==> src/hdl/deec_pkg.sv <==
// shared constants and types for the debounced edge event counter
package deec_pkg;

    // number of sensor channels handled side by side
    localparam int CHANNELS    = 4;
    // width of the sensor level field in the input transaction
    localparam int LEVEL_BITS  = 4;
    localparam int TIME_W      = 32;
    localparam int DEBOUNCE_W  = 16;
    localparam logic [DEBOUNCE_W-1:0] DEBOUNCE_RESET = 16'd50;
    localparam int SCORE_W     = 32;
    localparam int EDGES_W     = 3;
    // per-sample hit count, wide enough for the largest channel count
    localparam int CNT_W       = 6;
    localparam logic [EDGES_W-1:0] EDGES_MAX = 3'd7;

    // packed transaction widths, rounded up to whole bytes
    localparam int S_DATA_W    = ((LEVEL_BITS + TIME_W + 7) / 8) * 8;
    localparam int M_DATA_W    = ((SCORE_W + EDGES_W + 7) / 8) * 8;

    // what the lanes hand to the merge stage for one accepted sample
    typedef struct packed {
        logic                accept;
        logic                hold;
        logic [CHANNELS-1:0] hits;
    } merge_in_t;

    // one result transaction
    typedef struct packed {
        logic [EDGES_W-1:0] edges_counted;
        logic [SCORE_W-1:0] score;
    } result_t;

endpackage

==> src/hdl/deec_lane.sv <==
// one sensor channel: falling edge detect with per-channel debounce timer
module deec_lane (
    input  logic                                 aclk,
    input  logic                                 aresetn,
    input  logic                                 accept,
    input  logic                                 level,
    input  logic [deec_pkg::TIME_W-1:0]          now_ms,
    input  logic [deec_pkg::DEBOUNCE_W-1:0]      window_ms,
    output logic                                 hit
);

    logic                            prev_level_reg;
    logic [deec_pkg::TIME_W-1:0]     last_edge_reg;
    logic [deec_pkg::TIME_W-1:0]     elapsed;

    // wrapping time since the last counted edge, compared to the debounce window
    always_comb begin
        elapsed = now_ms - last_edge_reg;
        hit     = !level && prev_level_reg &&
                  (elapsed > {{(deec_pkg::TIME_W - deec_pkg::DEBOUNCE_W){1'b0}}, window_ms});
    end

    // level history and edge timestamp, updated once per transaction
    always_ff @(posedge aclk) begin
        if (!aresetn) begin
            prev_level_reg <= 1'b0;
            last_edge_reg  <= '0;
        end else if (accept) begin
            prev_level_reg <= level;
            if (hit) begin
                last_edge_reg <= now_ms;
            end
        end
    end

endmodule

==> src/hdl/deec_merge.sv <==
// merge stage: counts lane hits, keeps the score and buffers results
module deec_merge (
    input  logic                              aclk,
    input  logic                              aresetn,
    input  deec_pkg::merge_in_t               lanes,
    output logic                              in_ready,
    output logic                              out_valid,
    input  logic                              out_ready,
    output deec_pkg::result_t                 out_result
);

    logic [deec_pkg::SCORE_W-1:0]  score_reg;
    logic [deec_pkg::SCORE_W-1:0]  score_next;
    logic [deec_pkg::CNT_W-1:0]    hit_count;
    deec_pkg::result_t             new_result;
    deec_pkg::result_t             out_reg;
    deec_pkg::result_t             skid_reg;
    logic                          out_valid_reg;
    logic                          skid_valid_reg;
    logic                          pop;

    // popcount of lane hits and the new score
    always_comb begin
        hit_count = '0;
        for (int i = 0; i < deec_pkg::CHANNELS; i++) begin
            hit_count = hit_count + deec_pkg::CNT_W'(lanes.hits[i]);
        end
        if (lanes.hold) begin
            score_next               = '0;
            new_result.edges_counted = '0;
        end else begin
            score_next = score_reg +
                         {{(deec_pkg::SCORE_W - deec_pkg::CNT_W){1'b0}}, hit_count};
            if (hit_count > deec_pkg::CNT_W'(deec_pkg::EDGES_MAX)) begin
                new_result.edges_counted = deec_pkg::EDGES_MAX;
            end else begin
                new_result.edges_counted = hit_count[deec_pkg::EDGES_W-1:0];
            end
        end
        new_result.score = score_next;
    end

    // running score
    always_ff @(posedge aclk) begin
        if (!aresetn) begin
            score_reg <= '0;
        end else if (lanes.accept) begin
            score_reg <= score_next;
        end
    end

    assign pop       = out_valid_reg && out_ready;
    assign in_ready  = !skid_valid_reg;
    assign out_valid = out_valid_reg;
    assign out_result = out_reg;

    // output register plus skid entry
    always_ff @(posedge aclk) begin
        if (!aresetn) begin
            out_valid_reg  <= 1'b0;
            skid_valid_reg <= 1'b0;
        end else if (pop) begin
            if (skid_valid_reg) begin
                out_valid_reg  <= 1'b1;
                skid_valid_reg <= lanes.accept;
            end else begin
                out_valid_reg  <= lanes.accept;
            end
        end else if (out_valid_reg) begin
            if (lanes.accept) begin
                skid_valid_reg <= 1'b1;
            end
        end else if (lanes.accept) begin
            out_valid_reg <= 1'b1;
        end
    end

    // result payload, no reset needed
    always_ff @(posedge aclk) begin
        if (pop) begin
            if (skid_valid_reg) begin
                out_reg <= skid_reg;
                if (lanes.accept) begin
                    skid_reg <= new_result;
                end
            end else if (lanes.accept) begin
                out_reg <= new_result;
            end
        end else if (out_valid_reg) begin
            if (lanes.accept) begin
                skid_reg <= new_result;
            end
        end else if (lanes.accept) begin
            out_reg <= new_result;
        end
    end

`ifndef NO_ASSERTIONS
    // a buffered skid result always has a result ahead of it
    assert property (@(posedge aclk) disable iff (!aresetn)
        skid_valid_reg |=> out_valid_reg)
        else $error("skid entry left without an output result");

    // a stalled result is never dropped
    assert property (@(posedge aclk) disable iff (!aresetn)
        out_valid_reg && !out_ready |=> out_valid_reg)
        else $error("stalled result lost");

    // clear hold leaves the score at zero
    assert property (@(posedge aclk) disable iff (!aresetn)
        lanes.accept && lanes.hold |=> score_reg == '0)
        else $error("score not cleared by clear hold");
`endif

endmodule

==> src/hdl/debounced_edge_event_counter_core.sv <==
// top level of the debounced edge event counter
//
//  port group       dir   payload
//  s_t*             in    tdata: sensor_levels, now_ms; tuser: clear_hold
//  m_t*             out   tdata: score, edges_counted
//  cfg_wr_*         in    debounce window in ms
//
// one transaction per clock while s_tready is high: every lane compares its wrapping
// elapsed time and the merge stage adds the hit count to the score (clear_hold zeroes
// it) in the accept cycle. a result is registered in the output or skid register.
// aresetn is synchronous: levels low, edge times zero, score zero, debounce 50.
// on a stall the output register and a one-entry skid stage hold up to two
// results; s_tready drops only while the skid entry is full.
module debounced_edge_event_counter_core (
    input  logic                                aclk,
    input  logic                                aresetn,
    input  logic                                s_tvalid,
    output logic                                s_tready,
    input  logic [deec_pkg::S_DATA_W-1:0]       s_tdata,   // sensor_levels, now_ms, zero pad
    input  logic                                s_tuser,   // clear_hold
    output logic                                m_tvalid,
    input  logic                                m_tready,
    output logic [deec_pkg::M_DATA_W-1:0]       m_tdata,   // score, edges_counted, zero pad
    input  logic                                cfg_wr_en,
    input  logic [deec_pkg::DEBOUNCE_W-1:0]     cfg_wr_data
);

    localparam int TIME_LO = deec_pkg::LEVEL_BITS;
    localparam int TIME_HI = deec_pkg::LEVEL_BITS + deec_pkg::TIME_W - 1;

    logic [deec_pkg::DEBOUNCE_W-1:0]  debounce_reg;
    logic [deec_pkg::CHANNELS-1:0]    hits;
    logic                             accept;
    deec_pkg::merge_in_t              merge_in;
    deec_pkg::result_t                result;

    assign accept = s_tvalid && s_tready;

    // debounce setting
    always_ff @(posedge aclk) begin
        if (!aresetn) begin
            debounce_reg <= deec_pkg::DEBOUNCE_RESET;
        end else if (cfg_wr_en) begin
            debounce_reg <= cfg_wr_data;
        end
    end

    // one lane per channel, channels past the level field read low
    for (genvar i = 0; i < deec_pkg::CHANNELS; i++) begin : g_lane
        logic lane_level;
        if (i < deec_pkg::LEVEL_BITS) begin : g_in
            assign lane_level = s_tdata[i];
        end else begin : g_low
            assign lane_level = 1'b0;
        end
        deec_lane u_lane (
            .aclk        (aclk),
            .aresetn     (aresetn),
            .accept      (accept),
            .level       (lane_level),
            .now_ms      (s_tdata[TIME_HI:TIME_LO]),
            .window_ms   (debounce_reg),
            .hit         (hits[i])
        );
    end

    always_comb begin
        merge_in.accept = accept;
        merge_in.hold   = s_tuser;
        merge_in.hits   = hits;
    end

    // score, hit count and output buffering
    deec_merge u_merge (
        .aclk       (aclk),
        .aresetn    (aresetn),
        .lanes      (merge_in),
        .in_ready   (s_tready),
        .out_valid  (m_tvalid),
        .out_ready  (m_tready),
        .out_result (result)
    );

    // pack the result transaction
    assign m_tdata = {{(deec_pkg::M_DATA_W - deec_pkg::SCORE_W - deec_pkg::EDGES_W){1'b0}},
                      result.edges_counted, result.score};

endmodule
==> config.mk <==
export PLATFORM = sky130hd
export DESIGN_NAME = debounced_edge_event_counter_core
export DESIGN_NICKNAME = d
export VERILOG_FILES = /design/src/hdl/deec_pkg.sv /design/src/hdl/deec_lane.sv /design/src/hdl/deec_merge.sv /design/src/hdl/debounced_edge_event_counter_core.sv
export SDC_FILE = /design/constraint.sdc
export NUM_CORES = 1
export LEC_CHECK = 0
export ABC_CLOCK_PERIOD_IN_PS = 7450
export BUFFER_PORTS_ARGS = -buffer_cell sky130_fd_sc_hd__buf_4
export CORE_MARGIN = 2
export CORE_UTILIZATION = 30
export DETAILED_ROUTE_END_ITERATION = 6
export PLACE_DENSITY_LB_ADDON = 0.08
export RECOVER_POWER = 25
export SETUP_SLACK_MARGIN = 0.5
export SLEW_MARGIN = 30
export SYNTH_ARGS = -nofsm -noshare
export SYNTH_HDL_FRONTEND = slang
export SYNTH_SLANG_ARGS = --single-unit
==> constraint.sdc <==
create_clock -name aclk -period 7.45 [get_ports aclk]
set_input_delay 1.1175 -clock aclk [delete_from_list [all_inputs] [get_ports aclk]]
set_output_delay 1.1175 -clock aclk [all_outputs]
set_load 0.005 [all_outputs]
==> impl_metrics.toml <==
[status]
run_status = "complete, but fails checks"
failed_checks = "max-capacitance violations, max-slew violations"

[final_layout]
insertedDiodeCount = 0
post_route_cells_drive_above_1_share_pct = 23.2
area_delta_synth_final_pct = 29.4
final_cell_area_um2 = 25300
fill_cells = 6665
largest_reg_flops = 128
sequential_cell_area_in_the_final_layout_um2 = 5750
nNetsFinal = 3076
multi_input_area_um2 = 13200
post-route-util_pct = 39.3

[power_and_ir_drop]
power_per_cell_area_nw_per_um2 = 160
vdd_drop_max_v = 0.000191
p_total_w = 0.00405
power.leakage_nw = 10.4

[cts]
ctsLongestPathBuffers = 3
cts-buffers-inserted = 30
clkTransAtPathRegs_ps = 60
cts_htree_levels = 1
cts_tree = "done"
worstSkewPairLatency_ps = 590
clock_sink_count = 252
holdBufCountCts = 0
clock-root-buffer = "clkbuf_16"

[detailed_routing]
drt_pass1_iterations = 5
finalWirelength_um = 67700
wl_per_cell_um = 18.3
antenna_violating_nets_post_route = 0
vias = 18700
post-route-drc-count = 0
via_per_inst = 5.06
initialDrtViolationCount = 843

[floorplan]
num_io_pins = 104
fp.dieArea_um2 = 67100
rows = 93
chipWidth_um = 259
floorplan.core_area_um2 = 64300
chipHeight_um = 259
effective_utilization_at_floorplan_pct = 30.3

[sta]
tightestPinTransition_ps = 3270
timing.slew.headroom_pct = -118
hold_violations = 0
worst_clock_skew_ps = 25.9
holdWs_ps = 455
setup_viol = 0
maximum_clock_frequency_mhz = 137
grt_setup_unrepaired = "true"
post-route-period-util_pct = 98.2
drv_slew = 144
final_critical_delay_including_setup_and_external_delays_ps = 7320

[global_route]
initial_antenna_violation_count = 0
globalRoute.totalOverflow = 0
first_global_vias = 18700
gr-usage-met2_pct = 33.7
grt_max_degree = 72
grt_pass1_wl_um = 103000
grt_use_total_pct = 19.6
grt_most_used_layer = "met2"
global_route.usage.met1_pct = 25.8
grt.met3_usage_pct = 1.69

[hold_path]
hold_path_startpoint = "g_lane[1].u_lane.last_edge_reg[10]"
worstHoldPathCells = 2
min_delay_worst_endpoint = "g_lane[1].u_lane.last_edge_reg[10]"
hold_class = "reg -> reg"

[critical_path]
r2r-end = "u_merge.out_result[29]"
cp_slowest_cell = "fa_2"
worst_ep_arrival_time_ps = 7800
setup.worst_path.class = "in -> reg"
max_fo_critical_path = 4
critical_path.endpoint_type = "flip-flop"
regToRegSetupSlack_ps = 400
ff2ff_path_depth = 38
startpoint_type = "primary input"
required_ps = 7930
r2r_start = "g_lane[1].u_lane.last_edge_reg[1]"
crit_path_max_incr_delay_ps = 460

[logic_synthesis]
mappedNetlistArea_um2 = 19500
postSynth.asyncResetShare_pct = 0
yosys_register_bits = 252
synth-edff-count = 70
yosys_warnings = 0
syn-instance-count = 2427
ys.flop_type = "dfxtp_1"
post_synth.cell_area_avg_um2 = 8.05
synth.lib_cells_used.distinct = 90
synth.yosys.seq_area_share_pct = 29.4

[flow_run]
max_cap_viol_count = 3

[placement]
globalplace.congestion = 0.898
placed_cell_areas_um2 = 23500
io_buffer_count = 94
post-dp-hpwl_um = 53600
==> layout by cell type (no fill, tap or decap), drive strengths merged, types with 42 or more instances in the layout <==
cell type,Yosys,final
nand3,44,44
dfxtp,182,182
inv,180,182
clkbuf,78,51
xnor2,48,48
nand2,406,406
a31oi,42,42
nand4,51,51
mux2i,148,148
nor2,164,164
o21ai,107,107
xor2,55,55
edfxtp,70,70
a21oi,229,229
ha,193,193
buf,36,462
==> layer usage <==
| layer | wire length, um | vias to the layer above |
|---|---|---|
| met5 | 0 | - |
| met4 | 2180 | 0 |
| met3 | 2320 | 107 |
| met2 | 31500 | 322 |
| met1 | 31700 | 8820 |
| li1 | - | 9425 |
==> logic make-up after synthesis <==
family / share of synthesized area (%)
simple gates: 18.9
other cells: 0.0192
flops: 29.4
buf+inv: 6.27
compound gates: 19.7
fa+ha+maj: 13.0
mux: 8.11
xor+xnor: 4.62
==> layout make-up <==
type	instances	area share [%]
Sequential cell	252	22.7
Multi-Input combinational cell	1884	52.2
Tap cell	855	4.23
Timing Repair Buffer	466	14.3
Clock buffer	47	3.59
Inverter	181	2.76
Clock inverter	8	0.223
==> worst max-delay path by stage <==
| stage | start | endpoint | slack [ps] |
|---|---|---|---|
| after floorplan | s_tdata[4] | u_merge.out_result[30] | 110 |
| after global placement | s_tdata[5] | u_merge.out_result[30] | -700 |
| after detailed placement | s_tdata[5] | u_merge.out_result[20] | -770 |
| after CTS | s_tdata[4] | u_merge.out_result[20] | 190 |
| after global routing | s_tdata[6] | u_merge.out_result[20] | -180 |
| final | s_tdata[4] | u_merge.score_reg[20] | 130 |
==> synthesized netlist by cell type (all sizes together) (37+ instances only) <==
cell    number  area (um^2)
nand2      406         1530
a21oi      229         1170
ha         193         2410
dfxtp      182         3640
inv        180          676
nor2       164          616
mux2i      148         1480
o21ai      107          543
clkbuf      78          293
edfxtp      70         2100
xor2        55          482
nand4       51          319
xnor2       48          420
nand3       44          220
a31oi       42          263
a21o        37          278
==> what timing repair did <==
item                                    in CTS  in global routing
cloned                                       1                  0
gates resized for setup                     63                 63
setup buffers                               19                 17
pin swaps                                   61                 54
endpoints found under the setup margin      64                 77
==> where the power goes <==
| part | total [W] | switching (W) | internal [W] |
|---|---|---|---|
| Clock | 0.00146 | 0.000624 | 0.000833 |
| Combinational | 0.00111 | 0.000617 | 0.000489 |
| Sequential | 0.00149 | 0.0000278 | 0.00146 |
| Total | 0.00405 | 0.00127 | 0.00278 |
==> through the flow <==
step	cells	TNS [ps]	setup WS, ps
2_1_floorplan	2431	0	114
3_3_place_gp	3601	-23550	-703
3_5_place_dp	3601	-26920	-774
4_1_cts	3676	0	193
5_1_grt	3693	-2040	-176
6_report	3693	0	131
==> worst max-delay path: cells and delay by family <==
kind | cells | cell delay (ps)
AOI/OAI and AO/OA | 14 | 2270
and+or+nand+nor | 10 | 1780
adders and majority gates | 6 | 1650
buffers and inverters | 9 | 830
xor gates and xnor gates | 1 | 130
Power figures use the tool's default switching activity.
